<file path="src/hdl/hct_pkg.sv">
// ----------------------------------------------------------------------------
// Hermite curve tessellator package
// Widths, types and fixed limits shared by the tessellator modules.
// ----------------------------------------------------------------------------
package hct_pkg;

   localparam int COORD_W = 18;
   localparam int TAN_W   = 19;
   localparam int COEF_W  = 17;
   localparam int PROD_W  = TAN_W + COEF_W;
   localparam int ACC_W   = PROD_W + 2;
   localparam int SEG_W   = 5;
   localparam int SQ_W    = 2 * SEG_W;
   localparam int CUBE_W  = 3 * SEG_W;
   localparam int HSUM_W  = 19;
   localparam int QUO_W   = 19;
   localparam int MAG_W   = CUBE_W + QUO_W;

   typedef logic signed [COORD_W-1:0] coord_type;
   typedef logic signed [TAN_W-1:0]   tan_type;
   typedef logic signed [COEF_W-1:0]  coef_type;
   typedef logic signed [PROD_W-1:0]  prod_type;
   typedef logic signed [ACC_W-1:0]   acc_type;
   typedef logic signed [HSUM_W-1:0]  hsum_type;
   typedef logic [SEG_W-1:0]          seg_type;
   typedef logic [SQ_W-1:0]           sq_type;
   typedef logic [CUBE_W-1:0]         cube_type;
   typedef logic [MAG_W-1:0]          mag_type;
   typedef logic [QUO_W-1:0]          quo_type;

   localparam seg_type   SEG_RESET     = 5'd8;
   localparam coord_type COORD_MAX     = 18'sh1FFFF;
   localparam coord_type COORD_MIN     = 18'sh20000;
   localparam quo_type   QUO_POS_LIMIT = 19'd131071;
   localparam quo_type   QUO_NEG_LIMIT = 19'd131072;

   typedef struct packed {
      logic issue;
      logic first;
   } mac_ctrl_type;

   typedef struct packed {
      logic      done;
      coord_type value;
   } div_result_type;

endpackage

</file>
<file path="src/hdl/hct_mac.sv">
// ----------------------------------------------------------------------------
// Hermite curve tessellator multiply-accumulate unit
// Shared signed multiplier with a registered product and an accumulator.
// ----------------------------------------------------------------------------
module hct_mac (
   input  logic                  clock,
   input  logic                  reset,
   input  hct_pkg::mac_ctrl_type ctrl,
   input  hct_pkg::tan_type      op_a,
   input  hct_pkg::coef_type     op_b,
   output hct_pkg::prod_type     product,
   output hct_pkg::acc_type      acc
);

   logic              valid_ff;
   logic              first_ff;
   hct_pkg::prod_type prod_ff;
   hct_pkg::prod_type prod_in;
   hct_pkg::acc_type  acc_ff;
   hct_pkg::acc_type  acc_in;

   always_comb begin
      prod_in = op_a * op_b;
      acc_in  = (first_ff ? '0 : acc_ff) + hct_pkg::acc_type'(prod_ff);
   end

   always_ff @(posedge clock) begin
      if (reset) begin
         valid_ff <= 1'b0;
         first_ff <= 1'b0;
      end else begin
         valid_ff <= ctrl.issue;
         first_ff <= ctrl.first;
      end
   end

   always_ff @(posedge clock) begin
      if (ctrl.issue) begin
         prod_ff <= prod_in;
      end
      if (valid_ff) begin
         acc_ff <= acc_in;
      end
   end

   assign product = prod_ff;
   assign acc     = acc_ff;

endmodule

</file>
<file path="src/hdl/hct_div.sv">
// ----------------------------------------------------------------------------
// Hermite curve tessellator divider
// Restoring divider, one quotient bit a cycle, rounding half away from zero
// and saturating to the coordinate range.
// ----------------------------------------------------------------------------
module hct_div (
   input  logic                    clock,
   input  logic                    reset,
   input  logic                    start,
   input  hct_pkg::acc_type        dividend,
   input  hct_pkg::cube_type       divisor,
   output hct_pkg::div_result_type result
);

   localparam int CNT_W    = $clog2(hct_pkg::QUO_W);
   localparam int FinDelay = hct_pkg::QUO_W + 1;
   localparam logic [CNT_W-1:0] CntLast = CNT_W'(hct_pkg::QUO_W - 1);

   logic               busy_ff;
   logic               fin_ff;
   logic               done_ff;
   logic [CNT_W-1:0]   cnt_ff;
   logic               neg_ff;
   hct_pkg::cube_type  div_ff;
   hct_pkg::cube_type  rem_ff;
   hct_pkg::cube_type  rem_in;
   hct_pkg::quo_type   low_ff;
   hct_pkg::quo_type   low_in;
   hct_pkg::coord_type value_ff;
   hct_pkg::coord_type value_in;

   hct_pkg::acc_type        half_s;
   hct_pkg::acc_type        mag_s;
   hct_pkg::mag_type        mag;
   logic [hct_pkg::CUBE_W:0] trial;
   logic [hct_pkg::CUBE_W:0] diff;
   logic                     ge;
   hct_pkg::quo_type         neg_q;

   always_comb begin
      half_s = hct_pkg::acc_type'(divisor[hct_pkg::CUBE_W-1:1]);
      mag_s  = dividend[hct_pkg::ACC_W-1] ? (half_s - dividend) : (dividend + half_s);
      mag    = mag_s[hct_pkg::MAG_W-1:0];
      trial  = {rem_ff, low_ff[hct_pkg::QUO_W-1]};
      diff   = trial - {1'b0, div_ff};
      ge     = (trial >= {1'b0, div_ff});
      rem_in = ge ? diff[hct_pkg::CUBE_W-1:0] : trial[hct_pkg::CUBE_W-1:0];
      low_in = {low_ff[hct_pkg::QUO_W-2:0], ge};
      neg_q  = -low_ff;
      if (neg_ff) begin
         value_in = (low_ff > hct_pkg::QUO_NEG_LIMIT) ? hct_pkg::COORD_MIN :
                    neg_q[hct_pkg::COORD_W-1:0];
      end else begin
         value_in = (low_ff > hct_pkg::QUO_POS_LIMIT) ? hct_pkg::COORD_MAX :
                    low_ff[hct_pkg::COORD_W-1:0];
      end
   end

   always_ff @(posedge clock) begin
      if (reset) begin
         busy_ff <= 1'b0;
         fin_ff  <= 1'b0;
         done_ff <= 1'b0;
      end else begin
         busy_ff <= start || (busy_ff && (cnt_ff != CntLast));
         fin_ff  <= busy_ff && (cnt_ff == CntLast);
         done_ff <= fin_ff;
      end
   end

   always_ff @(posedge clock) begin
      if (start) begin
         cnt_ff <= '0;
         neg_ff <= dividend[hct_pkg::ACC_W-1];
         div_ff <= divisor;
         rem_ff <= mag[hct_pkg::MAG_W-1:hct_pkg::QUO_W];
         low_ff <= mag[hct_pkg::QUO_W-1:0];
      end else if (busy_ff) begin
         cnt_ff <= cnt_ff + CNT_W'(1);
         rem_ff <= rem_in;
         low_ff <= low_in;
      end
      if (fin_ff) begin
         value_ff <= value_in;
      end
   end

   assign result.done  = done_ff;
   assign result.value = value_ff;

`ifndef ASSERT_OFF
   a_start_idle: assert property (@(posedge clock) disable iff (reset)
      start |-> !busy_ff && !fin_ff && !done_ff)
      else $error("divider started while still working");

   a_latency: assert property (@(posedge clock) disable iff (reset)
      start |-> ##FinDelay fin_ff)
      else $error("divider finish not at expected cycle");
`endif

endmodule

</file>
<file path="src/hdl/hermite_curve_tessellator_top.sv">
// ----------------------------------------------------------------------------
// Hermite curve tessellator
// Evaluates one 2D cubic Hermite segment at n+1 evenly spaced parameters.
//
//   channel  ports        direction  carries
//   req      req_*        in         end points and tangent handles
//   rsp      rsp_*        out        one curve point, its index, last flag
//   csr      csr_*        in         segment count, written when idle
//
// n is the clamped segment count; a point waits in the output state while
// rsp_stall holds a valid point. Each point first forms the basis weights,
// then per axis runs four multiply-accumulates and a division in the
// one-bit-a-cycle divider. One shared multiplier serves all products.
// req_stall is high from acceptance until the final point is registered.
// Synchronous reset sets the segment count to 8 and empties the output.
// ----------------------------------------------------------------------------
module hermite_curve_tessellator_top #(
   parameter int MAX_SEGMENTS = 16
) (
   input  logic                     clock,
   input  logic                     reset,
   input  logic                     req_valid,
   output logic                     req_stall,
   input  hct_pkg::coord_type       req_start_x,
   input  hct_pkg::coord_type       req_start_y,
   input  hct_pkg::coord_type       req_end_x,
   input  hct_pkg::coord_type       req_end_y,
   input  hct_pkg::coord_type       req_start_handle_x,
   input  hct_pkg::coord_type       req_start_handle_y,
   input  hct_pkg::coord_type       req_end_handle_x,
   input  hct_pkg::coord_type       req_end_handle_y,
   output logic                     rsp_valid,
   input  logic                     rsp_stall,
   output hct_pkg::coord_type       rsp_point_x,
   output hct_pkg::coord_type       rsp_point_y,
   output hct_pkg::seg_type         rsp_point_number,
   output logic                     rsp_last_point,
   input  logic                     csr_write_enable,
   input  hct_pkg::seg_type         csr_write_data
);

   localparam int SegTop   = (1 << hct_pkg::SEG_W) - 1;
   localparam int MaxClamp = (MAX_SEGMENTS > SegTop) ? SegTop : MAX_SEGMENTS;
   localparam hct_pkg::seg_type MaxN = hct_pkg::seg_type'(MaxClamp);

   localparam logic [3:0] S_IDLE     = 4'd0;
   localparam logic [3:0] S_N2       = 4'd1;
   localparam logic [3:0] S_N3       = 4'd2;
   localparam logic [3:0] S_NCAP     = 4'd3;
   localparam logic [3:0] S_I2       = 4'd4;
   localparam logic [3:0] S_I3       = 4'd5;
   localparam logic [3:0] S_I2N      = 4'd6;
   localparam logic [3:0] S_IN2      = 4'd7;
   localparam logic [3:0] S_COEF     = 4'd8;
   localparam logic [3:0] S_MAC      = 4'd9;
   localparam logic [3:0] S_ACC_WAIT = 4'd10;
   localparam logic [3:0] S_DSTART   = 4'd11;
   localparam logic [3:0] S_DIV      = 4'd12;
   localparam logic [3:0] S_OUT      = 4'd13;

   localparam logic [1:0] TERM_P0 = 2'd0;
   localparam logic [1:0] TERM_P1 = 2'd1;
   localparam logic [1:0] TERM_T0 = 2'd2;
   localparam logic [1:0] TERM_T1 = 2'd3;

   logic [3:0]               state_ff;
   logic [3:0]               state_in;
   hct_pkg::seg_type         i_ff;
   hct_pkg::seg_type         i_in;
   logic [1:0]               term_ff;
   logic [1:0]               term_in;
   logic                     axis_ff;
   logic                     axis_in;
   hct_pkg::seg_type         segments_ff;
   hct_pkg::seg_type         segments_in;
   logic                     rsp_valid_ff;
   logic                     rsp_valid_in;

   hct_pkg::seg_type         n_ff;
   hct_pkg::seg_type         n_eff;
   hct_pkg::sq_type          n2_ff;
   hct_pkg::cube_type        n3_ff;
   hct_pkg::sq_type          i2_ff;
   hct_pkg::cube_type        i3_ff;
   hct_pkg::cube_type        i2n_ff;
   hct_pkg::coef_type        h00_ff;
   hct_pkg::coef_type        h01_ff;
   hct_pkg::coef_type        h10_ff;
   hct_pkg::coef_type        h11_ff;
   hct_pkg::coord_type       p0x_ff;
   hct_pkg::coord_type       p0y_ff;
   hct_pkg::coord_type       p1x_ff;
   hct_pkg::coord_type       p1y_ff;
   hct_pkg::tan_type         t0x_ff;
   hct_pkg::tan_type         t0y_ff;
   hct_pkg::tan_type         t1x_ff;
   hct_pkg::tan_type         t1y_ff;
   hct_pkg::coord_type       px_ff;
   hct_pkg::coord_type       out_x_ff;
   hct_pkg::coord_type       out_y_ff;
   hct_pkg::seg_type         out_num_ff;
   logic                     out_last_ff;

   hct_pkg::hsum_type        i3_w;
   hct_pkg::hsum_type        i2n_w;
   hct_pkg::hsum_type        in2_w;
   hct_pkg::hsum_type        n3_w;
   hct_pkg::hsum_type        h00_w;
   hct_pkg::hsum_type        h01_w;
   hct_pkg::hsum_type        h10_w;
   hct_pkg::hsum_type        h11_w;

   logic                     accept;
   logic                     out_load;
   logic                     div_start;
   hct_pkg::mac_ctrl_type    mac_ctrl;
   hct_pkg::tan_type         op_a;
   hct_pkg::coef_type        op_b;
   hct_pkg::prod_type        product;
   hct_pkg::acc_type         acc;
   hct_pkg::div_result_type  div_result;

   hct_mac u_mac (
      .clock   (clock),
      .reset   (reset),
      .ctrl    (mac_ctrl),
      .op_a    (op_a),
      .op_b    (op_b),
      .product (product),
      .acc     (acc)
   );

   hct_div u_div (
      .clock    (clock),
      .reset    (reset),
      .start    (div_start),
      .dividend (acc),
      .divisor  (n3_ff),
      .result   (div_result)
   );

   assign req_stall = (state_ff != S_IDLE);
   assign accept    = req_valid && !req_stall;
   assign out_load  = (state_ff == S_OUT) && (!rsp_valid_ff || !rsp_stall);
   assign div_start = (state_ff == S_DSTART);

   always_comb begin
      if (segments_ff == '0) begin
         n_eff = hct_pkg::seg_type'(1);
      end else if (segments_ff > MaxN) begin
         n_eff = MaxN;
      end else begin
         n_eff = segments_ff;
      end
      segments_in  = csr_write_enable ? csr_write_data : segments_ff;
      rsp_valid_in = out_load || (rsp_valid_ff && rsp_stall);
   end

   always_comb begin
      i3_w  = hct_pkg::hsum_type'(i3_ff);
      i2n_w = hct_pkg::hsum_type'(i2n_ff);
      in2_w = hct_pkg::hsum_type'(product[hct_pkg::CUBE_W-1:0]);
      n3_w  = hct_pkg::hsum_type'(n3_ff);
      h00_w = (i3_w <<< 1) - (i2n_w <<< 1) - i2n_w + n3_w;
      h01_w = (i2n_w <<< 1) + i2n_w - (i3_w <<< 1);
      h10_w = i3_w - (i2n_w <<< 1) + in2_w;
      h11_w = i3_w - i2n_w;
   end

   always_comb begin
      mac_ctrl.issue = 1'b0;
      mac_ctrl.first = 1'b1;
      op_a           = '0;
      op_b           = '0;
      case (state_ff)
         S_N2: begin
            mac_ctrl.issue = 1'b1;
            op_a           = hct_pkg::tan_type'(n_ff);
            op_b           = hct_pkg::coef_type'(n_ff);
         end
         S_N3: begin
            mac_ctrl.issue = 1'b1;
            op_a           = hct_pkg::tan_type'(product[hct_pkg::SQ_W-1:0]);
            op_b           = hct_pkg::coef_type'(n_ff);
         end
         S_NCAP, S_I2: begin
            mac_ctrl.issue = 1'b1;
            op_a           = hct_pkg::tan_type'(i_ff);
            op_b           = hct_pkg::coef_type'(i_ff);
         end
         S_I3: begin
            mac_ctrl.issue = 1'b1;
            op_a           = hct_pkg::tan_type'(product[hct_pkg::SQ_W-1:0]);
            op_b           = hct_pkg::coef_type'(i_ff);
         end
         S_I2N: begin
            mac_ctrl.issue = 1'b1;
            op_a           = hct_pkg::tan_type'(i2_ff);
            op_b           = hct_pkg::coef_type'(n_ff);
         end
         S_IN2: begin
            mac_ctrl.issue = 1'b1;
            op_a           = hct_pkg::tan_type'(i_ff);
            op_b           = hct_pkg::coef_type'(n2_ff);
         end
         S_MAC: begin
            mac_ctrl.issue = 1'b1;
            mac_ctrl.first = (term_ff == TERM_P0);
            case (term_ff)
               TERM_P0: begin
                  op_a = axis_ff ? hct_pkg::tan_type'(p0y_ff) : hct_pkg::tan_type'(p0x_ff);
                  op_b = h00_ff;
               end
               TERM_P1: begin
                  op_a = axis_ff ? hct_pkg::tan_type'(p1y_ff) : hct_pkg::tan_type'(p1x_ff);
                  op_b = h01_ff;
               end
               TERM_T0: begin
                  op_a = axis_ff ? t0y_ff : t0x_ff;
                  op_b = h10_ff;
               end
               TERM_T1: begin
                  op_a = axis_ff ? t1y_ff : t1x_ff;
                  op_b = h11_ff;
               end
               default: begin
                  op_a = '0;
                  op_b = '0;
               end
            endcase
         end
         default: begin
            mac_ctrl.issue = 1'b0;
         end
      endcase
   end

   always_comb begin
      state_in = state_ff;
      i_in     = i_ff;
      term_in  = term_ff;
      axis_in  = axis_ff;
      case (state_ff)
         S_IDLE: begin
            if (accept) begin
               state_in = S_N2;
               i_in     = '0;
            end
         end
         S_N2:   state_in = S_N3;
         S_N3:   state_in = S_NCAP;
         S_NCAP: state_in = S_I3;
         S_I2:   state_in = S_I3;
         S_I3:   state_in = S_I2N;
         S_I2N:  state_in = S_IN2;
         S_IN2:  state_in = S_COEF;
         S_COEF: begin
            state_in = S_MAC;
            term_in  = TERM_P0;
            axis_in  = 1'b0;
         end
         S_MAC: begin
            if (term_ff == TERM_T1) begin
               state_in = S_ACC_WAIT;
            end else begin
               term_in = term_ff + 2'd1;
            end
         end
         S_ACC_WAIT: state_in = S_DSTART;
         S_DSTART:   state_in = S_DIV;
         S_DIV: begin
            if (div_result.done) begin
               if (!axis_ff) begin
                  state_in = S_MAC;
                  axis_in  = 1'b1;
                  term_in  = TERM_P0;
               end else begin
                  state_in = S_OUT;
               end
            end
         end
         S_OUT: begin
            if (out_load) begin
               if (i_ff == n_ff) begin
                  state_in = S_IDLE;
               end else begin
                  state_in = S_I2;
                  i_in     = i_ff + hct_pkg::seg_type'(1);
               end
            end
         end
         default: state_in = S_IDLE;
      endcase
   end

   always_ff @(posedge clock) begin
      if (reset) begin
         state_ff     <= S_IDLE;
         i_ff         <= '0;
         term_ff      <= TERM_P0;
         axis_ff      <= 1'b0;
         segments_ff  <= hct_pkg::SEG_RESET;
         rsp_valid_ff <= 1'b0;
      end else begin
         state_ff     <= state_in;
         i_ff         <= i_in;
         term_ff      <= term_in;
         axis_ff      <= axis_in;
         segments_ff  <= segments_in;
         rsp_valid_ff <= rsp_valid_in;
      end
   end

   always_ff @(posedge clock) begin
      if (accept) begin
         n_ff   <= n_eff;
         p0x_ff <= req_start_x;
         p0y_ff <= req_start_y;
         p1x_ff <= req_end_x;
         p1y_ff <= req_end_y;
         t0x_ff <= hct_pkg::tan_type'(req_start_handle_x) - hct_pkg::tan_type'(req_start_x);
         t0y_ff <= hct_pkg::tan_type'(req_start_handle_y) - hct_pkg::tan_type'(req_start_y);
         t1x_ff <= hct_pkg::tan_type'(req_end_handle_x) - hct_pkg::tan_type'(req_end_x);
         t1y_ff <= hct_pkg::tan_type'(req_end_handle_y) - hct_pkg::tan_type'(req_end_y);
      end
      case (state_ff)
         S_N3:   n2_ff  <= product[hct_pkg::SQ_W-1:0];
         S_NCAP: n3_ff  <= product[hct_pkg::CUBE_W-1:0];
         S_I3:   i2_ff  <= product[hct_pkg::SQ_W-1:0];
         S_I2N:  i3_ff  <= product[hct_pkg::CUBE_W-1:0];
         S_IN2:  i2n_ff <= product[hct_pkg::CUBE_W-1:0];
         S_COEF: begin
            h00_ff <= h00_w[hct_pkg::COEF_W-1:0];
            h01_ff <= h01_w[hct_pkg::COEF_W-1:0];
            h10_ff <= h10_w[hct_pkg::COEF_W-1:0];
            h11_ff <= h11_w[hct_pkg::COEF_W-1:0];
         end
         S_DIV: begin
            if (div_result.done && !axis_ff) begin
               px_ff <= div_result.value;
            end
         end
         default: begin
         end
      endcase
      if (out_load) begin
         out_x_ff    <= px_ff;
         out_y_ff    <= div_result.value;
         out_num_ff  <= i_ff;
         out_last_ff <= (i_ff == n_ff);
      end
   end

   assign rsp_valid        = rsp_valid_ff;
   assign rsp_point_x      = out_x_ff;
   assign rsp_point_y      = out_y_ff;
   assign rsp_point_number = out_num_ff;
   assign rsp_last_point   = out_last_ff;

`ifndef ASSERT_OFF
   a_div_done_state: assert property (@(posedge clock) disable iff (reset)
      div_result.done |-> state_ff == S_DIV)
      else $error("divider result outside divide state");

   a_index_bound: assert property (@(posedge clock) disable iff (reset)
      (state_ff != S_IDLE) |-> (i_ff <= n_ff))
      else $error("point index beyond segment count");

   a_item_start: assert property (@(posedge clock) disable iff (reset)
      accept |=> (state_ff == S_N2) && (i_ff == '0))
      else $error("item not started from index zero");
`endif

endmodule
</file>
<file path="config.mk">
export PLATFORM = sky130hd
export DESIGN_NAME = hermite_curve_tessellator_top
export DESIGN_NICKNAME = d
export VERILOG_FILES = /design/src/hdl/hct_pkg.sv /design/src/hdl/hct_mac.sv /design/src/hdl/hct_div.sv /design/src/hdl/hermite_curve_tessellator_top.sv
export SDC_FILE = /design/constraint.sdc
export NUM_CORES = 2
export LEC_CHECK = 0
export ABC_CLOCK_PERIOD_IN_PS = 19290
export BUFFER_PORTS_ARGS = -buffer_cell sky130_fd_sc_hd__buf_2
export CAP_MARGIN = 5
export CORE_MARGIN = 4
export CORE_UTILIZATION = 30
export DETAILED_ROUTE_END_ITERATION = 8
export HOLD_SLACK_MARGIN = 0.03
export PLACE_DENSITY_LB_ADDON = 0.15
export SYNTH_ARGS = -nofsm -noshare
export SYNTH_HDL_FRONTEND = slang
export SYNTH_SLANG_ARGS = --single-unit
</file>
<file path="constraint.sdc">
create_clock -name clock -period 19.29 [get_ports clock]
set_input_delay 0 -clock clock [delete_from_list [all_inputs] [get_ports clock]]
set_output_delay 0 -clock clock [all_outputs]
set_load 0.01 [all_outputs]
</file>
==> summary.txt <==
OUTCOME
--------------------------------------------------------------------------------------
Outcome                                                                   complete, no violations

ROUTING
--------------------------------------------------------------------------------------
Total length of routed met3 wires                                              5870 um
First-pass iteration count of the detailed router                                    8
Routed vias                                                                      32000
Detailed-route wire length per cell                                            19.8 um
Wire length on met1                                                           58400 um
Post-route ant nets                                                                  0
Final routed DRC violation total                                                     0
DRT Wirelength                                                               131000 um
Top Metal Used                                                                    met4
Violation count after the first detailed-route iteration                          2424
Met2 wirelength from detailed routing                                         63600 um
Post-detailed-route via-to-cell ratio                                             4.85

CTS
--------------------------------------------------------------------------------------
Clock tree root buffer cell                                               sky130_fd_sc_hd__clkbuf_16
Reg clk slew, reported paths                                                   0.06 ns
CTS tree                                                                         built
Maximum count of clock buffers along a single path                                   3
CTS hold repair buffers                                                            203
TritonCTS Buffers                                                                   61
Clk sink count                                                                     515
Htree depth                                                                          2
Quantity of gates resized following cts                                              0
Post-CTS Setup Repair Bufs                                                           0
Skew-Pair Late Insertion Delay                                                 0.68 ns

TIMING
--------------------------------------------------------------------------------------
Tightest slew margin relative to the limit                                       27.7%
Number of failing hold endpoints at the final stage                                  0
Minimum period implied by the final worst setup slack                          8.68 ns
Setup repair after global routing missed its margin                              false
Worst slew pin tran                                                            1.09 ns
Final count of negative-setup-slack endpoints                                        0
Skew final                                                                   0.0458 ns
Setup TNS after final layout                                                      0 ns
Max Clock Freq                                                               0.115 GHz
Final period util                                                                45.0%
Number of max-slew violations in the final report                                    0

YOSYS
--------------------------------------------------------------------------------------
Seq/Total Area, Yosys                                                            34.9%
Post-Syn Instances                                                                4257
Syn_area_per_cell                                                            10.2 um^2
Count of flip-flops with a built-in enable after synthesis                         487
Biggest area contributors in the synthesized netlist                      sky130_fd_sc_hd__edfxtp_1 (34%), sky130_fd_sc_hd__fa_1 (18%), sky130_fd_sc_hd__ha_1 (9.3%)
Most used flip-flop cell after synthesis                                  sky130_fd_sc_hd__edfxtp_1
Number of distinct standard cells referenced by the synthesized netlist             89
Mapped Area                                                                 43500 um^2
Leading area contributor after synthesis                                  sky130_fd_sc_hd__edfxtp_1
Yosys warnings                                                                       0
Synth top area share                                                             33.6%
Flip-flop and latch count after synthesis                                          515
Async set-or-reset flop fraction in the synthesized netlist                         0%
Post-Syn Nets                                                                     5124

WORST SETUP PATH
--------------------------------------------------------------------------------------
Critical Path Source                                                      state_ff[3]$_SDFFE_PP0P_
Arrival time at the worst endpoint                                             9.07 ns
RR Startpoint                                                             state_ff[3]$_SDFFE_PP0P_
Endpoint type of the worst setup path                                        flip-flop
Crit Path Category                                                          reg -> reg
Count of cells along the worst register-to-register path                            26
Maximum fanout encountered on the critical timing path                              21
Data required time at the worst endpoint                                      19.69 ns
Startpoint type of the worst setup path                                      flip-flop
Destination of the worst register-to-register timing path                 u_mac.product[33]$_DFFE_PP_
Flop-to-flop setup slack                                                      10.61 ns

POWER AND IR DROP
--------------------------------------------------------------------------------------
Clock group share of total power                                                 27.9%
Share of power burned in registers                                               37.4%
Cell-internal power                                                            2.70 mW
Static leakage                                                                 21.8 nW
Power density cells                                                       83.1 nW/um^2
Proportion of total power due to net switching                                   36.2%
Maximum resistive drop on vdd                                                  74.3 uV
Net switching power of the design                                              1.53 mW
Logic gate share of total power                                                  34.7%

HOLD PATH
--------------------------------------------------------------------------------------
WHS Path Cells                                                                       4
Hold path start                                                           req_start_handle_y[10]
Hold-critical path endpoint                                               t0y_ff[10]$_DFFE_PP_
Classification of the worst-slack hold path                                  in -> reg

PLACED DESIGN
--------------------------------------------------------------------------------------
Placed cell areas                                                           46800 um^2
Routability-driven placement congestion ratio                                    0.854
Number of buffers inserted by port buffering                                       197
Post-DP HPWL                                                                 102000 um

DIE
--------------------------------------------------------------------------------------
Number of rows created at floorplan                                                139
Die Outline Area                                                           151000 um^2
Die Y                                                                           389 um
Area of the core region                                                    144000 um^2
Die width                                                                       389 um
Total I/O pin count                                                                198
Initial standard-cell utilization of the core                                    30.2%

FINAL LAYOUT
--------------------------------------------------------------------------------------
Layout cells sized above 1                                                       9.14%
Fill cell instance count of the final layout                                     14500
Ant. Diodes                                                                          0
Area growth, synth to finish                                                     17.0%
Design Area, Final                                                          50900 um^2
Utilization after layout                                                         35.4%
Nets@finish                                                                       5520

GRT
--------------------------------------------------------------------------------------
Global-route wire length before repair                                       204000 um
Via count of the first global-routing pass                                       33500
Total congestion overflow after global routing                                       0
Overall fraction of global-route tracks in use                                   17.4%
Largest net degree at the start of global routing                                   79
Antenna violations before repair                                                     2

JOB
--------------------------------------------------------------------------------------
Max Cap Viol                                                                         0

cells in the final DEF, fill, tap and decap left out, types with 60 or more instances in the layout:
master                          instances
sky130_fd_sc_hd__nor3_1                89
sky130_fd_sc_hd__dlygate4sd3_1        203
sky130_fd_sc_hd__buf_2                197
sky130_fd_sc_hd__nor2_1               384
sky130_fd_sc_hd__nand2b_1              60
sky130_fd_sc_hd__clkbuf_16             62
sky130_fd_sc_hd__a21oi_1              203
sky130_fd_sc_hd__fa_1                 390
sky130_fd_sc_hd__nand2_1              323
sky130_fd_sc_hd__edfxtp_1             487
sky130_fd_sc_hd__xnor2_1              172
sky130_fd_sc_hd__xor2_1                69
sky130_fd_sc_hd__o21ai_0              143
sky130_fd_sc_hd__inv_1                662
sky130_fd_sc_hd__nor2b_1               85
sky130_fd_sc_hd__ha_1                 319
per-stage QoR:
stage	hold WS (ns)	power (mW)	setup slack, ns	cells
global placement	0.192	3.02	10.73	6290
detailed placement	0.197	3.03	10.64	6290
finish	0.0649	4.23	10.61	6607
global route	0.0479	4.51	9.95	6607
floorplan	0.0989	2.55	10.77	4257
CTS	0.0316	4.28	10.58	6607
cell families (layout without fill, tap and decap cells):
family	count (synthesis)	count (layout)	synth area share, %
DFF	515	515	34.9
buffers and inverters	786	1233	6.82
and+or+nand+nor	1200	1200	13.1
adders and majority gates	713	713	27.3
AOI/OAI and AO/OA	756	756	11.6
xor gates and xnor gates	242	242	4.89
muxes	45	45	1.38
power by group through the flow:
stage                     clock network [mW]  registers, mW  logic [mW]
final                                   1.18           1.58        1.47
after global routing                    1.27           1.60        1.64
after CTS                               1.22           1.59        1.47
after detailed placement                   0           1.61        1.42
after global placement                     0           1.61        1.41
after floorplan                            0           1.54        1.01
worst max path at each step:
stage                     cells after the start                          end  slack [ns]
after floorplan                              26  u_mac.product[33]$_DFFE_PP_       10.77
after global placement                       30  u_mac.product[33]$_DFFE_PP_       10.73
after detailed placement                     30  u_mac.product[33]$_DFFE_PP_       10.64
after CTS                                    30  u_mac.product[33]$_DFFE_PP_       10.58
after global routing                         25  u_mac.product[33]$_DFFE_PP_        9.95
final                                        26  u_mac.product[33]$_DFFE_PP_       10.61
routing by layer:
| metal | global-route usage (%) | vias to the layer above |
|---|---|---|
| li1 | - | 15400 |
| met1 | 23.4 | 15800 |
| met2 | 30.0 | 743 |
| met3 | 2.07 | 139 |
| met4 | 4.21 | 0 |
| met5 | 0 | - |
registers in the layout (all words and copies together), names as in the netlist, 15 cells and up:
name	flops
p0x_ff	18
i2n_ff	15
t0y_ff	19
u_div.value_ff	18
u_div.div_ff	15
u_mac.product	36
px_ff	18
h10_ff	17
u_mac.acc	38
p1x_ff	18
u_div.rem_ff	15
rsp_point_x	18
p1y_ff	18
h00_ff	17
i3_ff	15
p0y_ff	18
h01_ff	17
rsp_point_y	18
n3_ff	15
t1y_ff	19
u_div.low_ff	19
t1x_ff	19
h11_ff	16
t0x_ff	19
synthesized netlist by cell type, types with 69 or more instances:
| library cell | count |
|---|---|
| sky130_fd_sc_hd__a21oi_1 | 204 |
| sky130_fd_sc_hd__clkbuf_1 | 104 |
| sky130_fd_sc_hd__edfxtp_1 | 487 |
| sky130_fd_sc_hd__fa_1 | 390 |
| sky130_fd_sc_hd__ha_1 | 323 |
| sky130_fd_sc_hd__inv_1 | 663 |
| sky130_fd_sc_hd__nand2_1 | 323 |
| sky130_fd_sc_hd__nor2_1 | 385 |
| sky130_fd_sc_hd__nor2b_1 | 85 |
| sky130_fd_sc_hd__nor3_1 | 91 |
| sky130_fd_sc_hd__o21ai_0 | 143 |
| sky130_fd_sc_hd__xnor2_1 | 172 |
| sky130_fd_sc_hd__xor2_1 | 69 |
worst max-delay path: stages, from the launching register on:
cell and delay, ns:
sky130_fd_sc_hd__dfxtp_1 0.74, sky130_fd_sc_hd__nand2b_1 0.31, sky130_fd_sc_hd__nor3_1 0.07, sky130_fd_sc_hd__buf_4 0.21
sky130_fd_sc_hd__or2_2 0.42, sky130_fd_sc_hd__a22oi_1 0.48, sky130_fd_sc_hd__and2_1 0.51, sky130_fd_sc_hd__nor2_1 0.12
sky130_fd_sc_hd__fa_1 0.49, sky130_fd_sc_hd__fa_1 0.53, sky130_fd_sc_hd__fa_1 0.52, sky130_fd_sc_hd__inv_1 0.05
sky130_fd_sc_hd__fa_1 0.53, sky130_fd_sc_hd__inv_1 0.05, sky130_fd_sc_hd__fa_1 0.47, sky130_fd_sc_hd__inv_1 0.05
sky130_fd_sc_hd__fa_1 0.47, sky130_fd_sc_hd__inv_1 0.04, sky130_fd_sc_hd__ha_1 0.33, sky130_fd_sc_hd__inv_1 0.08
sky130_fd_sc_hd__a311oi_1 0.47, sky130_fd_sc_hd__o21ai_0 0.28, sky130_fd_sc_hd__a31oi_1 0.54, sky130_fd_sc_hd__a211o_1 0.25
sky130_fd_sc_hd__a31o_2 0.16, sky130_fd_sc_hd__a21oi_1 0.08, sky130_fd_sc_hd__xnor2_1 0.13
area by class of cell:
type	count	area (um^2)	area share, %
clock inverter	41	418	0.821
timing repair buffer	451	3400	6.68
inverter	668	2510	4.94
sequential	515	15200	29.8
multi-input combinational	2956	25400	49.9
clock buffer	73	1590	3.13
tap	1903	2380	4.68
Power figures use the tool's default switching activity.
